`src/rtl/dtd_pkg.sv`:
```
`default_nettype none

package dtd_pkg;

	localparam int MAX_TASKS  = 8;
	localparam int TASK_W     = $clog2(MAX_TASKS);
	localparam int CNT_W      = 4;
	localparam int DEP_W      = MAX_TASKS * MAX_TASKS;
	localparam int CFG_W      = DEP_W;
	localparam int TDATA_W    = 8;
	localparam int FIFO_DEPTH = 2;
	localparam int FIFO_PTR_W = $clog2(FIFO_DEPTH);
	localparam int FIFO_CNT_W = $clog2(FIFO_DEPTH + 1);

	localparam logic             REG_DEP_MASKS    = 1'b0;
	localparam logic             REG_TASK_COUNT   = 1'b1;
	localparam logic [DEP_W-1:0] DEP_MASKS_RESET  = 64'h0017_0307_0000_0000;
	localparam logic [CNT_W-1:0] TASK_COUNT_RESET = 4'd7;

	localparam logic FUNC_START    = 1'b0;
	localparam logic FUNC_COMPLETE = 1'b1;

	typedef enum logic [1:0] {
		TS_PENDING,
		TS_EXECUTING,
		TS_PASSED
	} task_state_t;

	typedef enum logic [1:0] {
		KIND_DISPATCH,
		KIND_OK,
		KIND_DONE,
		KIND_ERROR
	} result_kind_t;

	typedef enum logic [1:0] {
		EV_START,
		EV_COMPLETE,
		EV_BAD
	} event_kind_t;

	typedef struct packed {
		event_kind_t        kind;
		logic [TASK_W-1:0]  idx;
	} event_t;

	typedef enum logic [1:0] {
		BK_IDLE,
		BK_EVAL,
		BK_EMIT
	} back_state_t;

	// active count is the count register clamped to the number of task slots
	function automatic logic [CNT_W-1:0] active_count(input logic [CNT_W-1:0] cnt);
		logic [CNT_W-1:0] n;
		n = cnt;
		if (cnt > CNT_W'(MAX_TASKS))
			n = CNT_W'(MAX_TASKS);
		return n;
	endfunction

	function automatic logic [MAX_TASKS-1:0] use_mask(input logic [CNT_W-1:0] n);
		logic [MAX_TASKS-1:0] m;
		for (int i = 0; i < MAX_TASKS; i++)
			m[i] = CNT_W'(i) < n;
		return m;
	endfunction

endpackage

`default_nettype wire

```
`src/rtl/dtd_front.sv`:
```
`default_nettype none

module dtd_front (
	input  wire logic                        clk,
	input  wire logic                        arst_n,
	input  wire logic                        s_tvalid,
	output logic                             s_tready,
	input  wire logic [dtd_pkg::TDATA_W-1:0] s_tdata,   // task_index
	input  wire logic                        s_tuser,   // func
	input  wire logic [dtd_pkg::CNT_W-1:0]   n,
	output logic                             ev_valid,
	output dtd_pkg::event_t                  ev,
	input  wire logic                        ev_pop
);
	import dtd_pkg::*;

	event_t                  fifo_q [FIFO_DEPTH];
	logic [FIFO_PTR_W-1:0]   wr_ptr_q;
	logic [FIFO_PTR_W-1:0]   rd_ptr_q;
	logic [FIFO_CNT_W-1:0]   count_q;
	event_t                  cls;
	logic                    push;

	// classify the incoming word against the active task count
	always_comb begin
		cls.idx  = s_tdata[TASK_W-1:0];
		cls.kind = EV_COMPLETE;
		if (s_tuser == FUNC_START) begin
			cls.kind = EV_START;
			cls.idx  = '0;
		end else if ({1'b0, s_tdata[TASK_W-1:0]} >= n) begin
			cls.kind = EV_BAD;
		end
	end

	assign s_tready = count_q != FIFO_CNT_W'(FIFO_DEPTH);
	assign push     = s_tvalid && s_tready;
	assign ev_valid = count_q != '0;
	assign ev       = fifo_q[rd_ptr_q];

	always_ff @(posedge clk) begin
		if (push)
			fifo_q[wr_ptr_q] <= cls;
	end

	always_ff @(posedge clk or negedge arst_n) begin
		if (!arst_n) begin
			wr_ptr_q <= '0;
			rd_ptr_q <= '0;
			count_q  <= '0;
		end else begin
			if (push)
				wr_ptr_q <= wr_ptr_q + 1'b1;
			if (ev_pop)
				rd_ptr_q <= rd_ptr_q + 1'b1;
			case ({push, ev_pop})
				2'b10:   count_q <= count_q + 1'b1;
				2'b01:   count_q <= count_q - 1'b1;
				default: count_q <= count_q;
			endcase
		end
	end

endmodule

`default_nettype wire

```
`src/rtl/dtd_back.sv`:
```
`default_nettype none

module dtd_back (
	input  wire logic                        clk,
	input  wire logic                        arst_n,
	input  wire logic                        ev_valid,
	input  wire dtd_pkg::event_t             ev,
	output logic                             ev_pop,
	input  wire logic [dtd_pkg::DEP_W-1:0]   dep_masks,
	input  wire logic [dtd_pkg::CNT_W-1:0]   n,
	output logic                             m_tvalid,
	input  wire logic                        m_tready,
	output logic [dtd_pkg::TDATA_W-1:0]      m_tdata,   // dispatch_index
	output logic [1:0]                       m_tuser,   // kind
	output logic                             m_tlast
);
	import dtd_pkg::*;

	back_state_t            state_q, state_d;
	task_state_t            ts_q [MAX_TASKS];
	task_state_t            ts_d [MAX_TASKS];
	task_state_t            st_upd [MAX_TASKS];
	event_t                 ev_q;
	logic [MAX_TASKS-1:0]   emit_q, emit_d;
	result_kind_t           status_q, status_d;
	logic                   out_valid_q;
	result_kind_t           out_kind_q, out_kind_d;
	logic [TASK_W-1:0]      out_idx_q, out_idx_d;
	logic                   out_last_q, out_last_d;
	logic                   out_load;
	logic                   out_free;
	logic [MAX_TASKS-1:0]   use_m;
	logic [MAX_TASKS-1:0]   deps [MAX_TASKS];
	logic [MAX_TASKS-1:0]   rdy_start, rdy_cmp, passed, exec_vec;
	logic                   all_passed;
	logic [TASK_W-1:0]      low_idx;

	assign use_m    = use_mask(n);
	assign out_free = !out_valid_q || m_tready;

	// per-task readiness lanes
	always_comb begin
		for (int i = 0; i < MAX_TASKS; i++) begin
			deps[i]      = dep_masks[i*MAX_TASKS +: MAX_TASKS] & use_m;
			st_upd[i]    = (ev_q.idx == TASK_W'(i)) ? TS_PASSED : ts_q[i];
			passed[i]    = use_m[i] && (st_upd[i] == TS_PASSED);
			rdy_start[i] = use_m[i] && (deps[i] == '0);
			exec_vec[i]  = ts_q[i] == TS_EXECUTING;
		end
		for (int i = 0; i < MAX_TASKS; i++)
			rdy_cmp[i] = use_m[i] && (st_upd[i] == TS_PENDING)
				&& ((deps[i] & ~passed) == '0);
		all_passed = passed == use_m;
	end

	// lowest pending dispatch
	always_comb begin
		low_idx = '0;
		for (int i = MAX_TASKS - 1; i >= 0; i--)
			if (emit_q[i])
				low_idx = TASK_W'(i);
	end

	always_comb begin
		state_d    = state_q;
		ts_d       = ts_q;
		emit_d     = emit_q;
		status_d   = status_q;
		ev_pop     = 1'b0;
		out_load   = 1'b0;
		out_kind_d = out_kind_q;
		out_idx_d  = out_idx_q;
		out_last_d = out_last_q;
		unique case (state_q)
			BK_IDLE: begin
				if (ev_valid) begin
					ev_pop  = 1'b1;
					state_d = BK_EVAL;
				end
			end
			BK_EVAL: begin
				state_d = BK_EMIT;
				case (ev_q.kind)
					EV_START: begin
						for (int i = 0; i < MAX_TASKS; i++)
							ts_d[i] = rdy_start[i] ? TS_EXECUTING : TS_PENDING;
						emit_d   = rdy_start;
						status_d = KIND_OK;
					end
					EV_COMPLETE: begin
						for (int i = 0; i < MAX_TASKS; i++)
							ts_d[i] = (rdy_cmp[i] && !all_passed) ? TS_EXECUTING : st_upd[i];
						if (all_passed) begin
							emit_d   = '0;
							status_d = KIND_DONE;
						end else begin
							emit_d   = rdy_cmp;
							status_d = KIND_OK;
						end
					end
					default: begin
						emit_d   = '0;
						status_d = KIND_ERROR;
					end
				endcase
			end
			BK_EMIT: begin
				if (out_free) begin
					out_load = 1'b1;
					if (emit_q != '0) begin
						out_kind_d = KIND_DISPATCH;
						out_idx_d  = low_idx;
						out_last_d = 1'b0;
						emit_d     = emit_q & (emit_q - 1'b1);
					end else begin
						out_kind_d = status_q;
						out_idx_d  = '0;
						out_last_d = 1'b1;
						state_d    = BK_IDLE;
					end
				end
			end
			default: state_d = BK_IDLE;
		endcase
	end

	always_ff @(posedge clk or negedge arst_n) begin
		if (!arst_n) begin
			state_q     <= BK_IDLE;
			emit_q      <= '0;
			out_valid_q <= 1'b0;
			for (int i = 0; i < MAX_TASKS; i++)
				ts_q[i] <= TS_PENDING;
		end else begin
			state_q <= state_d;
			emit_q  <= emit_d;
			ts_q    <= ts_d;
			if (out_load)
				out_valid_q <= 1'b1;
			else if (m_tready)
				out_valid_q <= 1'b0;
		end
	end

	always_ff @(posedge clk) begin
		if (ev_pop)
			ev_q <= ev;
		status_q <= status_d;
		if (out_load) begin
			out_kind_q <= out_kind_d;
			out_idx_q  <= out_idx_d;
			out_last_q <= out_last_d;
		end
	end

	assign m_tvalid = out_valid_q;
	assign m_tdata  = {{(TDATA_W-TASK_W){1'b0}}, out_idx_q};
	assign m_tuser  = out_kind_q;
	assign m_tlast  = out_last_q;

	a_last_is_status: assert property (@(posedge clk) disable iff (!arst_n)
		out_valid_q |-> (out_last_q == (out_kind_q != KIND_DISPATCH)))
		else $error("last flag does not match result kind");

	a_emit_only_executing: assert property (@(posedge clk) disable iff (!arst_n)
		(state_q == BK_EMIT) |-> ((emit_q & ~exec_vec) == '0))
		else $error("queued dispatch for a task not executing");

	a_eval_after_pop: assert property (@(posedge clk) disable iff (!arst_n)
		ev_pop |=> (state_q == BK_EVAL))
		else $error("popped event not evaluated");

	a_dispatch_in_range: assert property (@(posedge clk) disable iff (!arst_n)
		(out_valid_q && (out_kind_q == KIND_DISPATCH)) |-> use_m[out_idx_q])
		else $error("dispatch of a task outside the count");

endmodule

`default_nettype wire

```
`src/rtl/dependency_task_dispatcher_core.sv`:
```
// dependency task dispatcher
// slave stream: one word per event; s_tuser is the event kind (0 start, 1 task
// completed), s_tdata[2:0] the completed task. master stream: one word per
// result; m_tuser is the result kind (0 dispatch, 1 ok, 2 all done, 3 error),
// m_tdata[2:0] the dispatched task, m_tlast marks the status word ending an
// event. configuration: cfg_we with cfg_index 0 writes the 64-bit dependency
// masks, index 1 the 4-bit task count; write only while idle.
// events pass through a two-word queue to the scheduler, which takes one event
// at a time: a pop state, then an evaluate state that checks all tasks in
// parallel, then one result word per cycle while the master is ready.
// reset clears all tasks to pending, empties the queue and restores the
// register defaults. a stalled master holds the current word; the queue
// keeps accepting until both entries are full.
`default_nettype none

module dependency_task_dispatcher_core (
	input  wire logic                        clk,
	input  wire logic                        arst_n,
	input  wire logic                        s_tvalid,
	output logic                             s_tready,
	input  wire logic [dtd_pkg::TDATA_W-1:0] s_tdata,   // task_index
	input  wire logic                        s_tuser,   // func
	output logic                             m_tvalid,
	input  wire logic                        m_tready,
	output logic [dtd_pkg::TDATA_W-1:0]      m_tdata,   // dispatch_index
	output logic [1:0]                       m_tuser,   // kind
	output logic                             m_tlast,
	input  wire logic                        cfg_we,
	input  wire logic                        cfg_index,
	input  wire logic [dtd_pkg::CFG_W-1:0]   cfg_data
);
	import dtd_pkg::*;

	logic [DEP_W-1:0]  dep_masks_q;
	logic [CNT_W-1:0]  task_count_q;
	logic [CNT_W-1:0]  n;
	logic              ev_valid;
	logic              ev_pop;
	event_t            ev;

	always_ff @(posedge clk or negedge arst_n) begin
		if (!arst_n) begin
			dep_masks_q  <= DEP_MASKS_RESET;
			task_count_q <= TASK_COUNT_RESET;
		end else if (cfg_we) begin
			unique case (cfg_index)
				REG_DEP_MASKS:  dep_masks_q  <= cfg_data[DEP_W-1:0];
				REG_TASK_COUNT: task_count_q <= cfg_data[CNT_W-1:0];
				default:        dep_masks_q  <= dep_masks_q;
			endcase
		end
	end

	assign n = active_count(task_count_q);

	dtd_front u_front (
		.clk      (clk),
		.arst_n   (arst_n),
		.s_tvalid (s_tvalid),
		.s_tready (s_tready),
		.s_tdata  (s_tdata),
		.s_tuser  (s_tuser),
		.n        (n),
		.ev_valid (ev_valid),
		.ev       (ev),
		.ev_pop   (ev_pop)
	);

	dtd_back u_back (
		.clk       (clk),
		.arst_n    (arst_n),
		.ev_valid  (ev_valid),
		.ev        (ev),
		.ev_pop    (ev_pop),
		.dep_masks (dep_masks_q),
		.n         (n),
		.m_tvalid  (m_tvalid),
		.m_tready  (m_tready),
		.m_tdata   (m_tdata),
		.m_tuser   (m_tuser),
		.m_tlast   (m_tlast)
	);

endmodule

`default_nettype wire
```
`config.mk`:
```
export PLATFORM = sky130hd
export DESIGN_NAME = dependency_task_dispatcher_core
export DESIGN_NICKNAME = d
export VERILOG_FILES = /design/src/rtl/dtd_pkg.sv /design/src/rtl/dtd_front.sv /design/src/rtl/dtd_back.sv /design/src/rtl/dependency_task_dispatcher_core.sv
export SDC_FILE = /design/constraint.sdc
export NUM_CORES = 1
export LEC_CHECK = 0
export BUFFER_PORTS_ARGS = -buffer_cell sky130_fd_sc_hd__buf_2
export CAP_MARGIN = 10
export CORE_MARGIN = 2
export CORE_UTILIZATION = 30
export CTS_CLUSTER_DIAMETER = 150
export DETAILED_ROUTE_END_ITERATION = 8
export PLACE_DENSITY = 0.55
export SYNTH_ARGS = -nofsm -noshare
export SYNTH_HDL_FRONTEND = slang
export SYNTH_SLANG_ARGS = --single-unit
```
`constraint.sdc`:
```
create_clock -name clk -period 2.23 [get_ports clk]
set_clock_uncertainty 0.2 [all_clocks]
set_input_delay 0.223 -clock clk [delete_from_list [all_inputs] [get_ports clk]]
set_output_delay 0.223 -clock clk [all_outputs]
set_load 0.01 [all_outputs]
```
==> results of run 1 <==
## registers in the layout, indices dropped and copies added, names as in the netlist
| signal | count |
|---|---|
| task_count_q | 4 |
| u_back.m_tlast | 1 |
| u_front.rd_ptr_q | 1 |
| u_back.ev_q | 5 |
| u_back.emit_q | 8 |
| u_back.state_q | 2 |
| u_back.status_q | 2 |
| u_back.m_tuser | 2 |
| u_front.wr_ptr_q | 1 |
| dep_masks_q | 64 |
| u_back.ts_q | 16 |
| u_front.count_q | 2 |
| u_back.m_tvalid | 1 |
| u_front.fifo_q | 10 |
| u_back.out_idx_q | 3 |
## per-layer routing
| layer | up-vias | part of all wire | global-route usage |
|---|---|---|---|
| li1 | 2622 | - | - |
| met1 | 2863 | 0.40 | 0.2216 |
| met5 | - | 0 | 0 |
| met3 | 40 | 0.067 | 0.05184 |
| met4 | 0 | 0.024 | 0.06714 |
| met2 | 252 | 0.51 | 0.3326 |
## worst reg2reg max path, stage by stage (launching register included)
cell and delay [ns]:
edfxtp_1 0.54, buf_6 0.19, or3_4 0.36, and3_4 0.18, buf_4 0.13, nor4_2 0.25
nand3_1 0.19
## cell type report
cell class | count | share of cell area
Multi-Input combinational cell | 400 | 0.3310
Timing Repair Buffer | 258 | 0.2138
Inverter | 8 | 0.003237
Tap cell | 270 | 0.03642
Clock buffer | 17 | 0.04586
Sequential cell | 122 | 0.3431
Clock inverter | 15 | 0.02657
## per-stage QoR
stage	hold WS, ns	setup TNS (ns)	power (W)	setup WS [ns]	utilization
2_1_floorplan	-0.2726	0	0.005433	0.03720	-
5_1_grt	0.08092	-1.791	0.01152	-0.1938	0.4555
4_1_cts	0.04984	-0.1419	0.01071	-0.07255	0.4468
3_5_place_dp	-0.1179	-0.6194	0.007180	-0.1207	0.3694
6_report	0.06249	-0.8783	0.01100	-0.1158	0.4555
3_3_place_gp	-0.1264	-0.6014	0.007105	-0.1132	0.3694
## cells in the mapped netlist, types with 7 or more instances
cell type | instances | share of area
dfrtp_1 | 87 | 0.35
nor4_1 | 9 | 0.0090
nor3_1 | 9 | 0.0072
clkbuf_1 | 23 | 0.014
a31oi_1 | 7 | 0.0070
edfxtp_1 | 23 | 0.11
nand2_1 | 27 | 0.016
nand2b_1 | 15 | 0.015
nor2_1 | 38 | 0.023
o21ai_0 | 19 | 0.015
nand3_1 | 8 | 0.0064
and3_1 | 8 | 0.0080
nand4_1 | 22 | 0.022
mux2_2 | 73 | 0.13
a21oi_1 | 26 | 0.021
a22oi_1 | 7 | 0.0084
dfstp_2 | 12 | 0.050
inv_1 | 7 | 0.0042
buf_2 | 10 | 0.0080
## cell families (layout without fill, tap and decap cells)
kind of cell | Yosys count | count (layout) | synth area share
xor+xnor | 5 | 5 | 0.006994
compound gates | 125 | 125 | 0.1387
fa+ha+maj | 6 | 6 | 0.01079
simple gates | 186 | 186 | 0.1678
flops | 122 | 122 | 0.5083
buf+inv | 49 | 298 | 0.03557
other cells | 1 | 5 | 0.0005988
mux | 73 | 73 | 0.1313
## path summary, 6_finish.rpt
| kind | start | endpoint | cells past startpoint |
|---|---|---|---|
| worst max-delay path | u_back.ev_q[1]$_DFFE_PP_ | u_back.status_q[0]$_DFFE_PP_ | 6 |
| worst min-delay path | cfg_we | task_count_q[0]$_DFFE_PN1P_ | 3 |
| worst max register to register | u_back.ev_q[1]$_DFFE_PP_ | u_back.status_q[0]$_DFFE_PP_ | 6 |
| worst min register to register | u_front.wr_ptr_q$_DFFE_PN0P_ | u_front.wr_ptr_q$_DFFE_PN0P_ | 1 |
| max in group asynchronous | arst_n | dep_masks_q[56]$_DFFE_PN0P_ | 3 |
| min in group asynchronous | arst_n | dep_masks_q[40]$_DFFE_PN1P_ | 2 |
## timing repair
item | 4_1_cts | 5_1_grt
gates cloned | 0 | 0
setup buffers | 11 | 5
endpoints found under the setup margin | 16 | 22
resized for setup | 24 | 28
hold buffers | 73 | 0
pin swaps | 12 | 21
endpoints found under the hold margin | 175 | 0
## power by group through the flow
stage	clock, W	sequential (W)	combinational, W
floorplan	0	0.00328	0.00215
global placement	0	0.00349	0.00362
detailed placement	0	0.00350	0.00368
CTS	0.00319	0.00346	0.00407
global route	0.00329	0.00354	0.00469
finish	0.00314	0.00348	0.00439
==> flow_summary.toml, run 1 <==
[outcome]
status = "finished with violations"
violations = "setup timing"

[yosys]
ys_warn_count = 0
synth-edff-count = 23
yosysSeqAreaShare = 0.5083
syn_area_per_cell_um2 = 11.04
syn_inst = 567
synth.cell_area_um2 = 6262
async_reset_ff_frac = 0.8115
synth_ff_type = "dfrtp_1"
yosysUniqueCellTypes = 73
synth_seq_cells = 122

[pwr]
p_per_area_nw_per_um2 = 1186
intPower_w = 0.007196
ir_drop_v = 0.0006553
p_seq_frac = 0.316
power.net_switching_w = 0.003809
p_comb_frac = 0.399
netSwitchingFraction = 0.3461
clkPwrFrac = 0.285
leakagePower_nw = 3.905

[routing]
drtIter0Drc = 397
viasPerCell = 5.300
ant_nets = 0
dr.pass1.iters = 7
route.detailed.drc = 0
wirelength_um = 20490
num_vias = 5777
post_drt_wl_per_cell_um = 18.80

[cells_and_area]
fillers = 1869
fin_nets = 889
seqCellArea_um2 = 3183
layout_commonest_cell = "buf_4"
layout_common_cells = "buf_4 (91), dfrtp_1 (87), buf_2 (81)"
multi_input_area_um2 = 3070
layout-drive-gt1-share = 0.4134
syn2layout_area_growth_pct = 48.13
diodes = 0
layout.cells.non_filler = 1090
final_cell_area_um2 = 9276

[clock_network]
numCtsBuffers = 17
cts.reportedPaths.clkPinSlew_ns = 0.06
cts_sinks = 122
insertion_delay_ns = 0.42
cts_root_buf = "clkbuf_16"
cts.path.max_buffers = 2
cts_tree = "done"
cts_max_level = 4

[critical_path]
crit_buf_inv = 2
crit_path_cell_trace = "buf_6 > or3_4 > and3_4 > buf_4 > nor4_2 > nand3_1"
cp-end-kind = "register"
cpPeakStageDelay_ns = 0.54
criticalPathCategory = "register to register"
crit_fanout = 8
cp-start-kind = "register"
crit_family = "simple AND/OR/NAND/NOR gates"
rrSetupSlack_ns = -0.12
cp_data_arrival_time_ns = 2.25
crit_required_ns = 2.14
slowest_stage = "edfxtp_1"

[timing]
period_minus_slack_ns = 2.346
final-hold-violation-count = 0
rsz0062_at_grt = "true"
fmax_mhz = 426.3
finalSetupViolations = 13
worstMarginPinSlew_ns = 0.4882
slew_headroom = 0.6701
setup_ws_ns = -0.1158
drv_slew = 0
fin_crit_sh = 1.052

[global_routing]
grt_max_degree = 65
grt_usage = 0.1891
overflow = 0
antenna_found_initial = 0
grt_pass1_vias = 5974
grt_first_pass_wirelength_um = 32020

[placed_design]
dpl.cell_count = 969
hpwl_um = 14590
numPortBuffers = 81
place.gp.congestion = 0.9602
place_area_um2 = 7523

[floorplan]
rows = 52
core_um2 = 20360
die_h_um = 148.5
die_x_um = 148.5
start_util = 0.3075
dieArea_um2 = 22050
io_pins = 92

[min_path]
min_path_type = "input port to register"

[run]
max-cap-violations = 0
No activity file was read; power rests on OpenSTA's default activity.
==> inputs of run 2 (changes only) <==
--- a/config.mk
+++ b/config.mk
@@ -8,10 +8,10 @@
 export BUFFER_PORTS_ARGS = -buffer_cell sky130_fd_sc_hd__buf_2
 export CAP_MARGIN = 10
 export CORE_MARGIN = 2
-export CORE_UTILIZATION = 30
+export CORE_UTILIZATION = 51
 export CTS_CLUSTER_DIAMETER = 150
 export DETAILED_ROUTE_END_ITERATION = 8
-export PLACE_DENSITY = 0.55
+export PLACE_DENSITY = 0.81
 export SYNTH_ARGS = -nofsm -noshare
 export SYNTH_HDL_FRONTEND = slang
 export SYNTH_SLANG_ARGS = --single-unit
==> run 2 against run 1 <==
The run still ends with setup timing left. Sequential share of layout area is 1.2 points higher. Routed wire length increased by 4.8%. Sequential power grew 1%. Via count rose by 6.4%. Critical path depth is 1 lower. Clock power fell by 11%. Sequential cell count unchanged.
==> flow_summary.toml, run 2 (same netlist as run 1, synthesis figures left out) <==
[critical_path]
cpPeakStageDelay_ns = 0.52
cp-end-kind = "register"
rr_startpoint = "u_back.ev_q[2]$_DFFE_PP_"
crit_required_ns = 2.36
criticalPathCategory = "register to register"
crit_fanout = 6
crit_path_cell_trace = "or3b_4 > and3_4 > a222oi_1 > nand4_1 > a22oi_1"
cp_data_arrival_time_ns = 2.56
crit_path_start = "u_back.ev_q[2]$_DFFE_PP_"
slowest_stage = "edfxtp_1"
cp-start-kind = "register"

[pwr]
clkPwrFrac = 0.265
leakagePower_nw = 3.850
intPower_w = 0.006651
p_seq_frac = 0.334
ir_drop_v = 0.0005695
power.net_switching_w = 0.003920
p_per_area_nw_per_um2 = 1176
netSwitchingFraction = 0.3708
p_comb_frac = 0.401

[min_path]
min_path_type = "input port to register"
worstHoldStart = "cfg_we"

[timing]
final-hold-violation-count = 0
rsz0062_at_grt = "true"
slew_headroom = 0.6625
period_minus_slack_ns = 2.434
drv_slew = 0
setup_ws_ns = -0.2036
finalSetupViolations = 13
setup_tns_ns = -0.6245
fmax_mhz = 410.9
worstMarginPinSlew_ns = 0.5062
fin_crit_sh = 1.091

[floorplan]
rows = 40
start_util = 0.5214
core_um2 = 12010
die_x_um = 114.8
dieArea_um2 = 13180
die_h_um = 114.8
io_pins = 92

[placed_design]
dpl_worst_slack_ns = -0.2107
place.gp.congestion = 0.9789
numPortBuffers = 81
hpwl_um = 13500
dpl.cell_count = 842

[cells_and_area]
fin_nets = 880
largest_reg_flops = 64
layout_common_cells = "buf_4 (89), dfrtp_1 (86), buf_2 (80)"
layout-drive-gt1-share = 0.4094
fillers = 714
regMostFlops = "dep_masks_q"
layout.cells.non_filler = 958
layout_commonest_cell = "buf_4"
diodes = 0
syn2layout_area_growth_pct = 43.50
top_regs = "dep_masks_q x64, u_back.ts_q x16, u_front.fifo_q x10"

[clock_network]
numCtsBuffers = 17
cts_tree = "done"
insertion_delay_ns = 0.43
cts_root_buf = "clkbuf_16"
cts.path.max_buffers = 2
cts.reportedPaths.clkPinSlew_ns = 0.06
cts_max_level = 4
cts_sinks = 122

[global_routing]
grt_first_pass_wirelength_um = 32830
grt_pass1_vias = 6218
antenna_found_initial = 1
grt_usage = 0.3299
overflow = 0
grt_max_degree = 65

[routing]
wirelength_um = 21480
viasPerCell = 6.414
num_vias = 6145
ant_nets = 0
post_drt_wl_per_cell_um = 22.42
drtIter0Drc = 775
dr.pass1.iters = 6
route.detailed.drc = 0

[outcome]
violations = "setup timing"
status = "finished with violations"

[run]
max-cap-violations = 0
[run 2: cell count changes in the layout (fill, tap and decap cells not counted), moves of 3 or more]
cell,previous run,this run
clkinv_4,2,6
a22oi_1,4,7
clkinvlp_4,3,0
buf_6,11,5
bufinv_16,6,2
a22oi_2,3,0
[run 2: final cells by class]
type	instances	area [µm²]	area share
flip-flops and latches	122	3188	0.3548
multi-input cells	400	3097	0.3446
clock inverters	13	142.6	0.01587
inverters	8	30.03	0.003342
well taps	147	183.9	0.02047
clock buffers	19	454.2	0.05054
repair buffers	249	1891	0.2104
[run 2: per-stage QoR]
stage	util	hold slack, ns	cell area (µm²)	power, W
4_1_cts	0.7305	0.05786	8775	0.01008
5_1_grt	0.7481	0.08907	8986	0.01096
2_1_floorplan	-	-0.2726	6280	0.005433
3_3_place_gp	0.6110	0.003031	7340	0.006895
3_5_place_dp	0.6110	0.02216	7340	0.007028
6_report	0.7481	0.06208	8986	0.01057
[run 2: metal layers]
metal | track usage | wire [µm] | vias to the layer above
li1 | - | - | 2619
met1 | 0.4022 | 7706 | 2890
met2 | 0.5349 | 10190 | 477
met3 | 0.09278 | 2217 | 157
met4 | 0.1751 | 1359 | 2
met5 | 0.01481 | 11 | -
[run 2: worst max-delay path, delay by kind of cell (launching register included)]
kind / cells / cell delay, ns
AOI/OAI and AO/OA: 2 / 0.71
DFF: 1 / 0.52
and+or+nand+nor: 3 / 0.90
[run 2: power by group through the flow]
stage / clock (W) / sequential [W] / combinational [W]
detailed placement: 0 / 0.00352 / 0.00351
floorplan: 0 / 0.00328 / 0.00215
global route: 0.00292 / 0.00357 / 0.00447
global placement: 0 / 0.00348 / 0.00341
CTS: 0.00281 / 0.00346 / 0.00382
finish: 0.00281 / 0.00353 / 0.00424
[run 2: final timing paths]
kind                                                  to  slack, ns  cells past startpoint
max                         u_back.emit_q[7]$_DFFE_PN0P_      -0.20                      5
min                          task_count_q[0]$_DFFE_PN1P_       0.06                      3
max reg2reg                 u_back.emit_q[7]$_DFFE_PN0P_      -0.20                      5
min reg2reg                u_back.state_q[0]$_DFFE_PN0P_       0.31                      1
max in group asynchronous    task_count_q[2]$_DFFE_PN1P_       0.97                      3
min in group asynchronous    dep_masks_q[62]$_DFFE_PN0P_       0.10                      2
[run 2: repair_timing]
item	4_1_cts	5_1_grt
gates resized for setup	14	40
hold buffers	72	0
pin swaps	6	20
setup buffers	10	2
cloned	0	0
endpoints found under the hold margin	152	0
setup endpoints to repair	21	22
